File: config.mk
export PLATFORM = sky130hd
export DESIGN_NAME = six_step_commutation_position_stepper_top_flat
export DESIGN_NICKNAME = d
export VERILOG_FILES = /design/src/rtl/core/sst_pkg.sv /design/src/rtl/core/sst_if.sv /design/src/rtl/core/six_step_commutation_position_stepper_top.sv /design/src/rtl/core/sst_cfg_regs.sv /design/src/rtl/core/sst_unwrap.sv /design/src/rtl/core/sst_drive.sv /design/src/flat_wrapper.sv
export SDC_FILE = /design/constraint.sdc
export NUM_CORES = 1
export LEC_CHECK = 0
export BUFFER_PORTS_ARGS = -buffer_cell sky130_fd_sc_hd__buf_2
export CELL_PAD_IN_SITES_DETAIL_PLACEMENT = 1
export CELL_PAD_IN_SITES_GLOBAL_PLACEMENT = 2
export CORE_MARGIN = 4
export CORE_UTILIZATION = 42
export CTS_CLUSTER_DIAMETER = 50
export DETAILED_ROUTE_END_ITERATION = 16
export PLACE_DENSITY_LB_ADDON = 0.08
export SLEW_MARGIN = 20
export SYNTH_ARGS = -nofsm -noshare
export SYNTH_HDL_FRONTEND = slang
export SYNTH_SLANG_ARGS = --single-unit
File: constraint.sdc
create_clock -name clk -period 12.6 [get_ports clk]
set_input_delay 1.89 -clock clk [delete_from_list [all_inputs] [get_ports clk]]
set_output_delay 1.89 -clock clk [all_outputs]
set_load 0.05 [all_outputs]
File: src/rtl/core/sst_pkg.sv
package sst_pkg;

    localparam int CFG_DATA_W  = 32;
    localparam int CFG_INDEX_W = 2;
    localparam int DUTY_W      = 8;
    localparam int TARGET_W    = 32;
    localparam int TOL_W       = 11;
    localparam int LEG_W       = 2;
    localparam int STEP_W      = 3;

    typedef enum logic [1:0] {
        MODE_HALT    = 2'd0,
        MODE_FORWARD = 2'd1,
        MODE_REVERSE = 2'd2,
        MODE_SEEK    = 2'd3
    } drive_mode_t;

    typedef enum logic [CFG_INDEX_W-1:0] {
        CFG_DRIVE_MODE       = 2'd0,
        CFG_PWM_DUTY         = 2'd1,
        CFG_TARGET_POSITION  = 2'd2,
        CFG_TOLERANCE_COUNTS = 2'd3
    } cfg_index_t;

    typedef enum logic [LEG_W-1:0] {
        LEG_A = 2'd0,
        LEG_B = 2'd1,
        LEG_C = 2'd2
    } leg_t;

    localparam logic [DUTY_W-1:0] DUTY_RESET = 8'd128;
    localparam logic [TOL_W-1:0]  TOL_RESET  = 11'd22;
    localparam logic [STEP_W-1:0] STEP_LAST  = 3'd5;

    typedef struct packed {
        drive_mode_t                 drive_mode;
        logic [DUTY_W-1:0]           pwm_duty;
        logic signed [TARGET_W-1:0]  target_position;
        logic [TOL_W-1:0]            tolerance_counts;
    } cfg_t;

    function automatic leg_t leg_high(input logic [STEP_W-1:0] step);
        leg_t leg;
        unique case (step)
            3'd0, 3'd1: leg = LEG_A;
            3'd2, 3'd3: leg = LEG_B;
            3'd4, 3'd5: leg = LEG_C;
            default:    leg = LEG_A;
        endcase
        return leg;
    endfunction

    function automatic leg_t leg_low(input logic [STEP_W-1:0] step);
        leg_t leg;
        unique case (step)
            3'd0:       leg = LEG_B;
            3'd1, 3'd2: leg = LEG_C;
            3'd3, 3'd4: leg = LEG_A;
            3'd5:       leg = LEG_B;
            default:    leg = LEG_A;
        endcase
        return leg;
    endfunction

endpackage

File: src/rtl/core/sst_if.sv
interface sst_encoder_if #(
    parameter int ENCODER_BITS = 12
);
    logic                    valid;
    logic                    ready;
    logic [ENCODER_BITS-1:0] encoder_count;

    modport source (output valid, output encoder_count, input ready);
    modport sink   (input valid, input encoder_count, output ready);
endinterface

interface sst_command_if #(
    parameter int POSITION_BITS = 32
);
    logic                            valid;
    logic                            ready;
    logic                            drive_on;
    logic [sst_pkg::LEG_W-1:0]       high_leg;
    logic [sst_pkg::LEG_W-1:0]       low_leg;
    logic [sst_pkg::DUTY_W-1:0]      high_level;
    logic [sst_pkg::STEP_W-1:0]      applied_step;
    logic signed [POSITION_BITS-1:0] position;
    logic                            within_band;

    modport source (
        output valid, output drive_on, output high_leg, output low_leg,
        output high_level, output applied_step, output position,
        output within_band, input ready
    );
    modport sink (
        input valid, input drive_on, input high_leg, input low_leg,
        input high_level, input applied_step, input position,
        input within_band, output ready
    );
endinterface

File: src/rtl/core/six_step_commutation_position_stepper_top.sv
// Six-step commutation stepper with encoder unwrap.
// The encoder channel carries one absolute encoder reading per control tick; each
// accepted transaction yields exactly one transaction on the command channel with
// the driven leg pair, the PWM level, the applied step, the unwrapped position and
// the in-band flag. Configuration is written through cfg_we, cfg_index and cfg_data
// while no transaction is in flight.
// A reading passes an input register, the unwrap stage (position register) and the
// drive stage (result register), in that order. One transaction is taken every
// cycle while the receiver keeps ready high; the step and position feedback each
// close within a single stage.
// Reset clears the pipeline, the position, the step and the primed flag, and loads
// the register defaults: stop mode, duty 128, target 0, tolerance 22. The first
// reading after reset only primes the unwrap.
// When the receiver holds ready low, the result register holds its transaction and
// the stages behind it fill; ready on the encoder channel falls once all three
// registers are occupied, and nothing is lost or repeated.
module six_step_commutation_position_stepper_top #(
    parameter int ENCODER_BITS  = 12,
    parameter int POSITION_BITS = 32
) (
    input  logic                            clk,
    input  logic                            rst_n,
    input  logic                            cfg_we,
    input  logic [sst_pkg::CFG_INDEX_W-1:0] cfg_index,
    input  logic [sst_pkg::CFG_DATA_W-1:0]  cfg_data,
    sst_encoder_if.sink                     encoder,
    sst_command_if.source                   command
);

    sst_pkg::cfg_t                   cfg;
    logic                            pos_valid;
    logic                            pos_ready;
    logic signed [POSITION_BITS-1:0] position;

    sst_cfg_regs u_cfg_regs (
        .clk       (clk),
        .rst_n     (rst_n),
        .cfg_we    (cfg_we),
        .cfg_index (cfg_index),
        .cfg_data  (cfg_data),
        .cfg       (cfg)
    );

    sst_unwrap #(
        .ENCODER_BITS  (ENCODER_BITS),
        .POSITION_BITS (POSITION_BITS)
    ) u_unwrap (
        .clk       (clk),
        .rst_n     (rst_n),
        .encoder   (encoder),
        .pos_valid (pos_valid),
        .pos_ready (pos_ready),
        .position  (position)
    );

    sst_drive #(
        .POSITION_BITS (POSITION_BITS)
    ) u_drive (
        .clk       (clk),
        .rst_n     (rst_n),
        .cfg       (cfg),
        .pos_valid (pos_valid),
        .pos_ready (pos_ready),
        .position  (position),
        .command   (command)
    );

endmodule

File: src/rtl/core/sst_cfg_regs.sv
module sst_cfg_regs (
    input  logic                              clk,
    input  logic                              rst_n,
    input  logic                              cfg_we,
    input  logic [sst_pkg::CFG_INDEX_W-1:0]   cfg_index,
    input  logic [sst_pkg::CFG_DATA_W-1:0]    cfg_data,
    output sst_pkg::cfg_t                     cfg
);

    sst_pkg::cfg_t cfg_reg;

    always_ff @(posedge clk or negedge rst_n)
    begin
        if (!rst_n)
        begin
            cfg_reg.drive_mode       <= sst_pkg::MODE_HALT;
            cfg_reg.pwm_duty         <= sst_pkg::DUTY_RESET;
            cfg_reg.target_position  <= '0;
            cfg_reg.tolerance_counts <= sst_pkg::TOL_RESET;
        end
        else if (cfg_we)
        begin
            unique case (sst_pkg::cfg_index_t'(cfg_index))
                sst_pkg::CFG_DRIVE_MODE:
                    cfg_reg.drive_mode <= sst_pkg::drive_mode_t'(cfg_data[1:0]);
                sst_pkg::CFG_PWM_DUTY:
                    cfg_reg.pwm_duty <= cfg_data[sst_pkg::DUTY_W-1:0];
                sst_pkg::CFG_TARGET_POSITION:
                    cfg_reg.target_position <= signed'(cfg_data[sst_pkg::TARGET_W-1:0]);
                sst_pkg::CFG_TOLERANCE_COUNTS:
                    cfg_reg.tolerance_counts <= cfg_data[sst_pkg::TOL_W-1:0];
                default:
                    cfg_reg.drive_mode <= cfg_reg.drive_mode;
            endcase
        end
    end

    assign cfg = cfg_reg;

endmodule

File: src/rtl/core/sst_unwrap.sv
module sst_unwrap #(
    parameter int ENCODER_BITS  = 12,
    parameter int POSITION_BITS = 32
) (
    input  logic                            clk,
    input  logic                            rst_n,
    sst_encoder_if.sink                     encoder,
    output logic                            pos_valid,
    input  logic                            pos_ready,
    output logic signed [POSITION_BITS-1:0] position
);

    localparam int D_W   = ENCODER_BITS + 2;
    localparam int SUM_W = ((POSITION_BITS > D_W) ? POSITION_BITS : D_W) + 1;
    localparam logic signed [D_W-1:0] TURN = D_W'(64'sd1 <<< ENCODER_BITS);
    localparam logic signed [D_W-1:0] HALF = D_W'(64'sd1 <<< (ENCODER_BITS - 1));
    localparam logic signed [SUM_W-1:0] PMAX =
        SUM_W'((64'sd1 <<< (POSITION_BITS - 1)) - 64'sd1);
    localparam logic signed [SUM_W-1:0] PMIN = -PMAX - SUM_W'(1);

    logic                            in_valid_reg;
    logic [ENCODER_BITS-1:0]         raw_reg;
    logic [ENCODER_BITS-1:0]         prev_reg;
    logic                            primed_reg;
    logic signed [POSITION_BITS-1:0] pos_reg;
    logic                            pos_valid_reg;

    logic                            out_free;
    logic                            advance;
    logic                            in_free;
    logic signed [D_W-1:0]           delta_raw;
    logic signed [D_W-1:0]           delta;
    logic signed [SUM_W-1:0]         sum;
    logic signed [POSITION_BITS-1:0] pos_next;

    assign out_free      = !pos_valid_reg || pos_ready;
    assign advance       = in_valid_reg && out_free;
    assign in_free       = !in_valid_reg || out_free;
    assign encoder.ready = in_free;

    always_comb
    begin
        delta_raw = signed'({2'b00, raw_reg}) - signed'({2'b00, prev_reg});
        delta     = delta_raw;
        if (delta_raw > HALF)
        begin
            delta = delta_raw - TURN;
        end
        else if (delta_raw < -HALF)
        begin
            delta = delta_raw + TURN;
        end
        sum = SUM_W'(pos_reg) + SUM_W'(delta);
        priority if (!primed_reg)
        begin
            pos_next = pos_reg;
        end
        else if (sum > PMAX)
        begin
            pos_next = PMAX[POSITION_BITS-1:0];
        end
        else if (sum < PMIN)
        begin
            pos_next = PMIN[POSITION_BITS-1:0];
        end
        else
        begin
            pos_next = sum[POSITION_BITS-1:0];
        end
    end

    always_ff @(posedge clk or negedge rst_n)
    begin
        if (!rst_n)
        begin
            in_valid_reg  <= 1'b0;
            pos_valid_reg <= 1'b0;
            primed_reg    <= 1'b0;
            prev_reg      <= '0;
            pos_reg       <= '0;
        end
        else
        begin
            if (in_free)
            begin
                in_valid_reg <= encoder.valid;
            end
            if (out_free)
            begin
                pos_valid_reg <= advance;
            end
            if (advance)
            begin
                primed_reg <= 1'b1;
                prev_reg   <= raw_reg;
                pos_reg    <= pos_next;
            end
        end
    end

    always_ff @(posedge clk)
    begin
        if (in_free && encoder.valid)
        begin
            raw_reg <= encoder.encoder_count;
        end
    end

    assign pos_valid = pos_valid_reg;
    assign position  = pos_reg;

endmodule

File: src/rtl/core/sst_drive.sv
module sst_drive #(
    parameter int POSITION_BITS = 32
) (
    input  logic                            clk,
    input  logic                            rst_n,
    input  sst_pkg::cfg_t                   cfg,
    input  logic                            pos_valid,
    output logic                            pos_ready,
    input  logic signed [POSITION_BITS-1:0] position,
    sst_command_if.source                   command
);

    localparam int ERR_W =
        ((POSITION_BITS > sst_pkg::TARGET_W) ? POSITION_BITS : sst_pkg::TARGET_W) + 1;

    logic [sst_pkg::STEP_W-1:0]      step_reg;
    logic                            res_valid_reg;
    logic                            drive_on_reg;
    logic [sst_pkg::LEG_W-1:0]       high_leg_reg;
    logic [sst_pkg::LEG_W-1:0]       low_leg_reg;
    logic [sst_pkg::DUTY_W-1:0]      high_level_reg;
    logic [sst_pkg::STEP_W-1:0]      applied_step_reg;
    logic signed [POSITION_BITS-1:0] position_reg;
    logic                            within_band_reg;

    logic                            out_free;
    logic                            advance;
    logic signed [ERR_W-1:0]         err;
    logic [ERR_W-1:0]                mag;
    logic                            band;
    logic                            drive;
    logic                            fwd;
    logic [sst_pkg::STEP_W-1:0]      step_next;

    assign out_free  = !res_valid_reg || command.ready;
    assign advance   = pos_valid && out_free;
    assign pos_ready = out_free;

    always_comb
    begin
        err  = ERR_W'(cfg.target_position) - ERR_W'(position);
        mag  = err[ERR_W-1] ? ERR_W'(-err) : ERR_W'(err);
        band = mag <= ERR_W'(cfg.tolerance_counts);
        drive = 1'b0;
        fwd   = 1'b1;
        unique case (cfg.drive_mode)
            sst_pkg::MODE_HALT:
            begin
                drive = 1'b0;
            end
            sst_pkg::MODE_FORWARD:
            begin
                drive = 1'b1;
            end
            sst_pkg::MODE_REVERSE:
            begin
                drive = 1'b1;
                fwd   = 1'b0;
            end
            sst_pkg::MODE_SEEK:
            begin
                drive = !band;
                fwd   = !err[ERR_W-1] && (err != '0);
            end
            default:
            begin
                drive = 1'b0;
            end
        endcase
        if (fwd)
        begin
            step_next = (step_reg == sst_pkg::STEP_LAST) ? '0 : step_reg + 3'd1;
        end
        else
        begin
            step_next = (step_reg == '0) ? sst_pkg::STEP_LAST : step_reg - 3'd1;
        end
    end

    always_ff @(posedge clk or negedge rst_n)
    begin
        if (!rst_n)
        begin
            res_valid_reg <= 1'b0;
            step_reg      <= '0;
        end
        else
        begin
            if (out_free)
            begin
                res_valid_reg <= pos_valid;
            end
            if (advance && drive)
            begin
                step_reg <= step_next;
            end
        end
    end

    always_ff @(posedge clk)
    begin
        if (advance)
        begin
            drive_on_reg     <= drive;
            high_leg_reg     <= drive ? sst_pkg::leg_high(step_reg) : sst_pkg::LEG_A;
            low_leg_reg      <= drive ? sst_pkg::leg_low(step_reg) : sst_pkg::LEG_A;
            high_level_reg   <= drive ? cfg.pwm_duty : '0;
            applied_step_reg <= drive ? step_reg : '0;
            position_reg     <= position;
            within_band_reg  <= band;
        end
    end

    assign command.valid        = res_valid_reg;
    assign command.drive_on     = drive_on_reg;
    assign command.high_leg     = high_leg_reg;
    assign command.low_leg      = low_leg_reg;
    assign command.high_level   = high_level_reg;
    assign command.applied_step = applied_step_reg;
    assign command.position     = position_reg;
    assign command.within_band  = within_band_reg;

endmodule

File: src/flat_wrapper.sv
// flat-port wrapper written by rule: the top's interface ports become plain ports
module six_step_commutation_position_stepper_top_flat 
#(
    parameter int ENCODER_BITS  = 12,
    parameter int POSITION_BITS = 32
)
  (clk, rst_n, cfg_we, cfg_index, cfg_data, encoder_valid, encoder_encoder_count, encoder_ready, command_valid, command_drive_on, command_high_leg, command_low_leg, command_high_level, command_applied_step, command_position, command_within_band, command_ready);
  sst_encoder_if #(.ENCODER_BITS(ENCODER_BITS)) encoder_i ();
  sst_command_if #(.POSITION_BITS(POSITION_BITS)) command_i ();
  input  logic clk;
  input  logic rst_n;
  input  logic cfg_we;
  input  logic [sst_pkg::CFG_INDEX_W-1:0] cfg_index;
  input  logic [sst_pkg::CFG_DATA_W-1:0] cfg_data;
  input wire logic [$bits(encoder_i.valid)-1:0] encoder_valid;
  input wire logic [$bits(encoder_i.encoder_count)-1:0] encoder_encoder_count;
  output wire logic [$bits(encoder_i.ready)-1:0] encoder_ready;
  output wire logic [$bits(command_i.valid)-1:0] command_valid;
  output wire logic [$bits(command_i.drive_on)-1:0] command_drive_on;
  output wire logic [$bits(command_i.high_leg)-1:0] command_high_leg;
  output wire logic [$bits(command_i.low_leg)-1:0] command_low_leg;
  output wire logic [$bits(command_i.high_level)-1:0] command_high_level;
  output wire logic [$bits(command_i.applied_step)-1:0] command_applied_step;
  output wire logic [$bits(command_i.position)-1:0] command_position;
  output wire logic [$bits(command_i.within_band)-1:0] command_within_band;
  input wire logic [$bits(command_i.ready)-1:0] command_ready;
  assign encoder_i.valid = encoder_valid;
  assign encoder_i.encoder_count = encoder_encoder_count;
  assign encoder_ready = encoder_i.ready;
  assign command_valid = command_i.valid;
  assign command_drive_on = command_i.drive_on;
  assign command_high_leg = command_i.high_leg;
  assign command_low_leg = command_i.low_leg;
  assign command_high_level = command_i.high_level;
  assign command_applied_step = command_i.applied_step;
  assign command_position = command_i.position;
  assign command_within_band = command_i.within_band;
  assign command_i.ready = command_ready;
  six_step_commutation_position_stepper_top #(.ENCODER_BITS(ENCODER_BITS), .POSITION_BITS(POSITION_BITS)) u_core (.clk(clk), .rst_n(rst_n), .cfg_we(cfg_we), .cfg_index(cfg_index), .cfg_data(cfg_data), .encoder(encoder_i), .command(command_i));
endmodule
==> results of run 1 <==
[final timing paths]
kind                                                 start                     endpoint
worst min register to register  u_core.u_unwrap.primed_reg   u_core.u_unwrap.primed_reg
min in group asynchronous                            rst_n   u_core.u_drive.step_reg[2]
max in group asynchronous                            rst_n    u_core.u_cfg_regs.cfg[28]
worst max-delay path            u_core.u_unwrap.raw_reg[0]  u_core.u_unwrap.position[2]
worst max register to register  u_core.u_unwrap.raw_reg[0]  u_core.u_unwrap.position[2]
worst min-delay path            u_core.u_unwrap.primed_reg   u_core.u_unwrap.primed_reg
[layout by cell type, fill, tap and decap left out, types with 9 or more instances in the layout]
cell	n
o21a_1	17
buf_4	9
edfxtp_1	61
maj3_1	13
buf_2	100
a211oi_1	15
xor2_1	28
mux2_2	63
a21o_1	29
nand2b_1	23
a21oi_1	81
o211ai_1	13
nor3_1	18
clkbuf_16	17
or3_1	12
o21ai_0	81
o21ai_1	13
ha_1	97
dfrtp_1	100
and3_1	19
xnor2_1	36
inv_1	89
nand3_1	16
and2_1	21
nor2b_1	12
nor2_1	78
nand2_1	98
[cells by family after synthesis]
logic type	synth area share, %
compound gates	19.4
buf+inv	4.32
mux	6.35
xor+xnor	5.25
simple gates	15.3
flops	37.6
fa+ha+maj	11.9
[stage by stage]
step                utilization, %  hold WS (ns)  setup WS, ns
finish                        47.7         0.477          5.40
detailed placement            45.7         0.459          5.39
global placement              45.7         0.452          5.64
global route                  47.7         0.515          4.71
CTS                           47.7         0.482          5.31
floorplan                        -         0.436          6.34
[metal layers]
layer	GRT usage (%)	routed length, µm
met5	0	0
met4	3.93	267
met2	36.5	15700
met1	28.3	15500
met3	2.48	545
[layout make-up]
type                    count  area, µm²  area share (%)
inverters                  89        334            2.52
multi-input cells         937       6870            51.8
clock buffers              18        429            3.24
well taps                 378        473            3.57
flip-flops and latches    165       4440            33.5
repair buffers            109        568            4.28
clock inverters            14        148            1.11
[worst max-delay path: cells and delay by family (launching register included)]
family | cells | cell delay (ns)
and+or+nand+nor | 5 | 1.07
xor gates and xnor gates | 2 | 0.29
DFF | 1 | 0.36
adders and majority gates | 3 | 1.09
AOI/OAI and AO/OA | 16 | 3.84
buffers and inverters | 3 | 0.38
==> impl_metrics.env, run 1 <==
export IMPL_status="complete, no violations"
export IMPL_grt_start_max_net_pins=66
export IMPL_setup_viol=0
export IMPL_start_util_pct=42.6
export IMPL_end_kind="flip-flop"
export IMPL_hold_depth=1
export IMPL_boundaryPins=102
export IMPL_syn_num_nets=1379
export IMPL_dpl_hpwl_um=24700
export IMPL_worst_r2r_setup_slack_ns=5.40
export IMPL_stdcell_count=1710
export IMPL_slew_headroom_pct=34.6
export IMPL_diodes=0
export IMPL_syn_inst=1228
export IMPL_synthDistinctLibCells=95
export IMPL_hold_viol_final=0
export IMPL_die_area_mm2=0.0309
export IMPL_ys_seq_elements=165
export IMPL_rsz0062_at_grt="false"
export IMPL_finalClockSkew_ns=0.0180
export IMPL_stdcell_area_mm2=0.0133
export IMPL_grt_usage_pct=20.9
export IMPL_routed_via_count=9409
export IMPL_antenna_violating_nets_post_route=0
export IMPL_rows=61
export IMPL_numPlacedInstances=1678
export IMPL_root_buffer="clkbuf_16"
export IMPL_required_ns=12.87
export IMPL_coreArea_mm2=0.0278
export IMPL_min_path_type="reg -> reg"
export IMPL_drv_cap=0
export IMPL_synthArstFlopShare_pct=63.0
export IMPL_firstDrtPassIters=5
export IMPL_drt_first_iter_violations=480
export IMPL_cts_buffers=17
export IMPL_slew_viol_final=0
export IMPL_largest_register_ffs=53
export IMPL_finalSetupTns_ns=0
export IMPL_ys_warn_count=0
export IMPL_place_area_mm2=0.0127
export IMPL_period_share_pct=57.1
export IMPL_cts_hold_buf=0
export IMPL_die_x_um=176
export IMPL_synth_area_leader_cell="dfrtp_1"
export IMPL_crit_type="reg -> reg"
export IMPL_antenna_found_initial=0
export IMPL_synth_top_cells_by_count="dfrtp_1 (100), nand2_1 (98), ha_1 (97)"
export IMPL_synth_top_area_share_pct=21.2
export IMPL_r2r_cells=29
export IMPL_crit_path_max_fanout=22
export IMPL_vias_per_cell=5.50
export IMPL_slowest_stage="o31a_1"
export IMPL_overflow=0
export IMPL_synth_area_mm2=0.0118
export IMPL_routed_wl_um=32000
export IMPL_wl_per_cell_um=18.7
export IMPL_min_period_ns=7.20
export IMPL_port_buffers=101
export IMPL_clock_path_buffers=2
export IMPL_synth_most_common_cell="dfrtp_1"
export IMPL_globalplace_congestion=0.862
export IMPL_ys_seq_area_share_pct=37.6
export IMPL_syn_to_final_growth_pct=12.2
export IMPL_grt_first_pass_wirelength_um=52500
export IMPL_nNetsFinal=1470
export IMPL_synthTopCellsByArea="dfrtp_1 (21%), edfxtp_1 (15%), ha_1 (10%)"
export IMPL_crit_top_cell="a21oi_1"
export IMPL_clock_latency_ns=0.44
export IMPL_tightest_slew_ns=0.981
export IMPL_cp_slowest_stage_delay_ns=0.59
export IMPL_fillers=3207
export IMPL_avgSynthCellArea_um2=9.63
export IMPL_die_h_um=176
export IMPL_fmax_ghz=0.139
export IMPL_cts_tree="done"
export IMPL_cts_setup_buffers=0
export IMPL_layout_drive_gt1_share_pct=18.1
export IMPL_remaining_drc_errors=0
export IMPL_worstPathArrival_ns=7.47
export IMPL_cts_max_level=4
export IMPL_ys_flop_type="dfrtp_1"
export IMPL_synth_edf_count=61
export IMPL_grt_pass1_vias=9907
export IMPL_cts_resized=0
export IMPL_clock_sinks=165
export IMPL_cp_start_kind="flip-flop"
export IMPL_clk_pin_slew_ns=0.08
Power of run 1 is left out: the tool's default activity adds up to more than one toggle a clock period on the data nets, which glitch-free logic cannot reach.
==> inputs of run 2 (changes only) <==
Settings changed: CORE_UTILIZATION 42 to 39.
Clock period 12.6 ns to 6.7 ns, I/O delays scaled along.
==> impl_metrics.env, run 2 (same netlist as run 1, synthesis figures left out) <==
export IMPL_nNetsFinal=1495
export IMPL_coreArea_mm2=0.0298
export IMPL_cts_buffers=17
export IMPL_tightest_slew_ns=0.910
export IMPL_wl_per_cell_um=18.9
export IMPL_root_buffer="clkbuf_16"
export IMPL_drt_first_iter_violations=406
export IMPL_syn_to_final_growth_pct=14.8
export IMPL_clock_sinks=165
export IMPL_worstHoldStart="u_core.u_unwrap.primed_reg"
export IMPL_worstReg2RegStart="u_core.u_unwrap.raw_reg[0]"
export IMPL_status="complete, no violations"
export IMPL_required_ns=7.02
export IMPL_firstDrtPassIters=4
export IMPL_drv_cap=0
export IMPL_stdcell_count=1747
export IMPL_remaining_drc_errors=0
export IMPL_setup_viol=0
export IMPL_diodes=0
export IMPL_clk_pin_slew_ns=0.07
export IMPL_pre_cts_ws_ns=-0.0539
export IMPL_crit_path_max_fanout=15
export IMPL_worstPathArrival_ns=6.56
export IMPL_worst_r2r_setup_slack_ns=0.46
export IMPL_vias_per_cell=5.47
export IMPL_holdPathEnd="u_core.u_unwrap.primed_reg"
export IMPL_die_h_um=182
export IMPL_fillers=3400
export IMPL_antenna_found_initial=0
export IMPL_r2r_cells=27
export IMPL_fmax_ghz=0.160
export IMPL_die_x_um=182
export IMPL_min_path_type="reg -> reg"
export IMPL_fin_util_pct=45.6
export IMPL_rows=63
export IMPL_most_common_layout_cells="buf_2 (100), dfrtp_1 (100), nand2_1 (98)"
export IMPL_boundaryPins=102
export IMPL_largest_register_ffs=53
export IMPL_start_util_pct=39.7
export IMPL_grt_usage_pct=20.2
export IMPL_r2r_end="u_core.u_unwrap.position[25]"
export IMPL_grt_first_pass_wirelength_um=54100
export IMPL_port_buffers=101
export IMPL_clock_latency_ns=0.45
export IMPL_hold_depth=1
export IMPL_die_area_mm2=0.0332
export IMPL_antenna_violating_nets_post_route=0
export IMPL_routed_wl_um=32900
export IMPL_globalplace_congestion=0.823
export IMPL_clock_path_buffers=2
export IMPL_min_period_ns=6.24
export IMPL_end_kind="flip-flop"
export IMPL_holdWs_ns=0.473
export IMPL_crit_type="reg -> reg"
export IMPL_cts_tree="done"
export IMPL_slew_headroom_pct=38.4
export IMPL_cts_hold_buf=0
export IMPL_layout_drive_gt1_share_pct=20.6
export IMPL_cp_start_kind="flip-flop"
export IMPL_overflow=0
export IMPL_slew_viol_final=0
export IMPL_routed_via_count=9564
export IMPL_hold_viol_final=0
export IMPL_finalClockSkew_ns=0.0203
export IMPL_grt_start_max_net_pins=61
export IMPL_grt_pass1_vias=10113
export IMPL_numPlacedInstances=1712
export IMPL_cts_max_level=4
export IMPL_period_share_pct=93.2
export IMPL_dpl_hpwl_um=25600
export IMPL_fin_ws_ns=0.457
[run 2: worst max path at each step]
stage,slack [ns],end,startpoint
2_1_floorplan,0.44,u_core.u_unwrap.position[17],u_core.u_unwrap.raw_reg[0]
3_3_place_gp,0.18,u_core.u_unwrap.position[29],u_core.u_unwrap.raw_reg[0]
3_5_place_dp,-0.05,u_core.u_unwrap.position[25],u_core.u_unwrap.raw_reg[0]
4_1_cts,0.08,u_core.u_unwrap.position[25],u_core.u_unwrap.raw_reg[0]
5_1_grt,-0.03,u_core.u_unwrap.position[25],u_core.u_unwrap.raw_reg[0]
6_report,0.46,u_core.u_unwrap.position[25],u_core.u_unwrap.raw_reg[0]
[run 2: timing repair]
action                                  CTS  global route
pin swaps                                 0             3
endpoints found under the setup margin   13            50
endpoints found under the hold margin     0             0
setup buffers                             0             3
resized for setup                         1            17
[run 2: area by class of cell]
| type | count | area, µm² | share of cell area (%) |
|---|---|---|---|
| clock buffers | 18 | 429 | 3.16 |
| clock inverters | 14 | 148 | 1.09 |
| inverters | 89 | 334 | 2.46 |
| multi-input cells | 937 | 6970 | 51.3 |
| flip-flops and latches | 165 | 4440 | 32.7 |
| well taps | 390 | 488 | 3.59 |
| repair buffers | 134 | 772 | 5.69 |
[run 2: layer usage]
metal / GRT usage, % / share of wire, % / vias up / wire length, µm
li1: - / - / 4710 / -
met1: 27.2 / 48 / 4725 / 15700
met2: 34.7 / 49 / 102 / 16000
met3: 2.91 / 2.2 / 27 / 737
met4: 4.92 / 1.6 / 0 / 541
met5: 0 / 0 / - / 0
[run 2: worst max-delay path, cell delays in order, from the launching register on]
cell and delay (ns):
edfxtp_1 0.36, inv_1 0.08, ha_1 0.16, inv_1 0.05, fa_1 0.39, nand2_1 0.09
nand2_1 0.07, a21oi_2 0.16, xnor2_1 0.09, or4_1 0.41, or4_1 0.43, or4_4 0.52
o31a_4 0.41, buf_4 0.20, ha_1 0.34, a21oi_2 0.15, and2_1 0.13, a31oi_1 0.12
o41ai_2 0.37, o21ai_1 0.15, and3_1 0.24, a41oi_1 0.25, xor2_1 0.22, buf_6 0.20
nor2_1 0.08, buf_4 0.20, a21oi_1 0.15, o21ai_0 0.09
[run 2: per-stage QoR]
stage,area (µm²),TNS (ns)
after CTS,13500,0
after global placement,12900,0
after global routing,13600,-0.0332
final,13600,0
after detailed placement,12900,-0.110
after floorplan,11800,0
Power of run 2 is left out for the same reason.
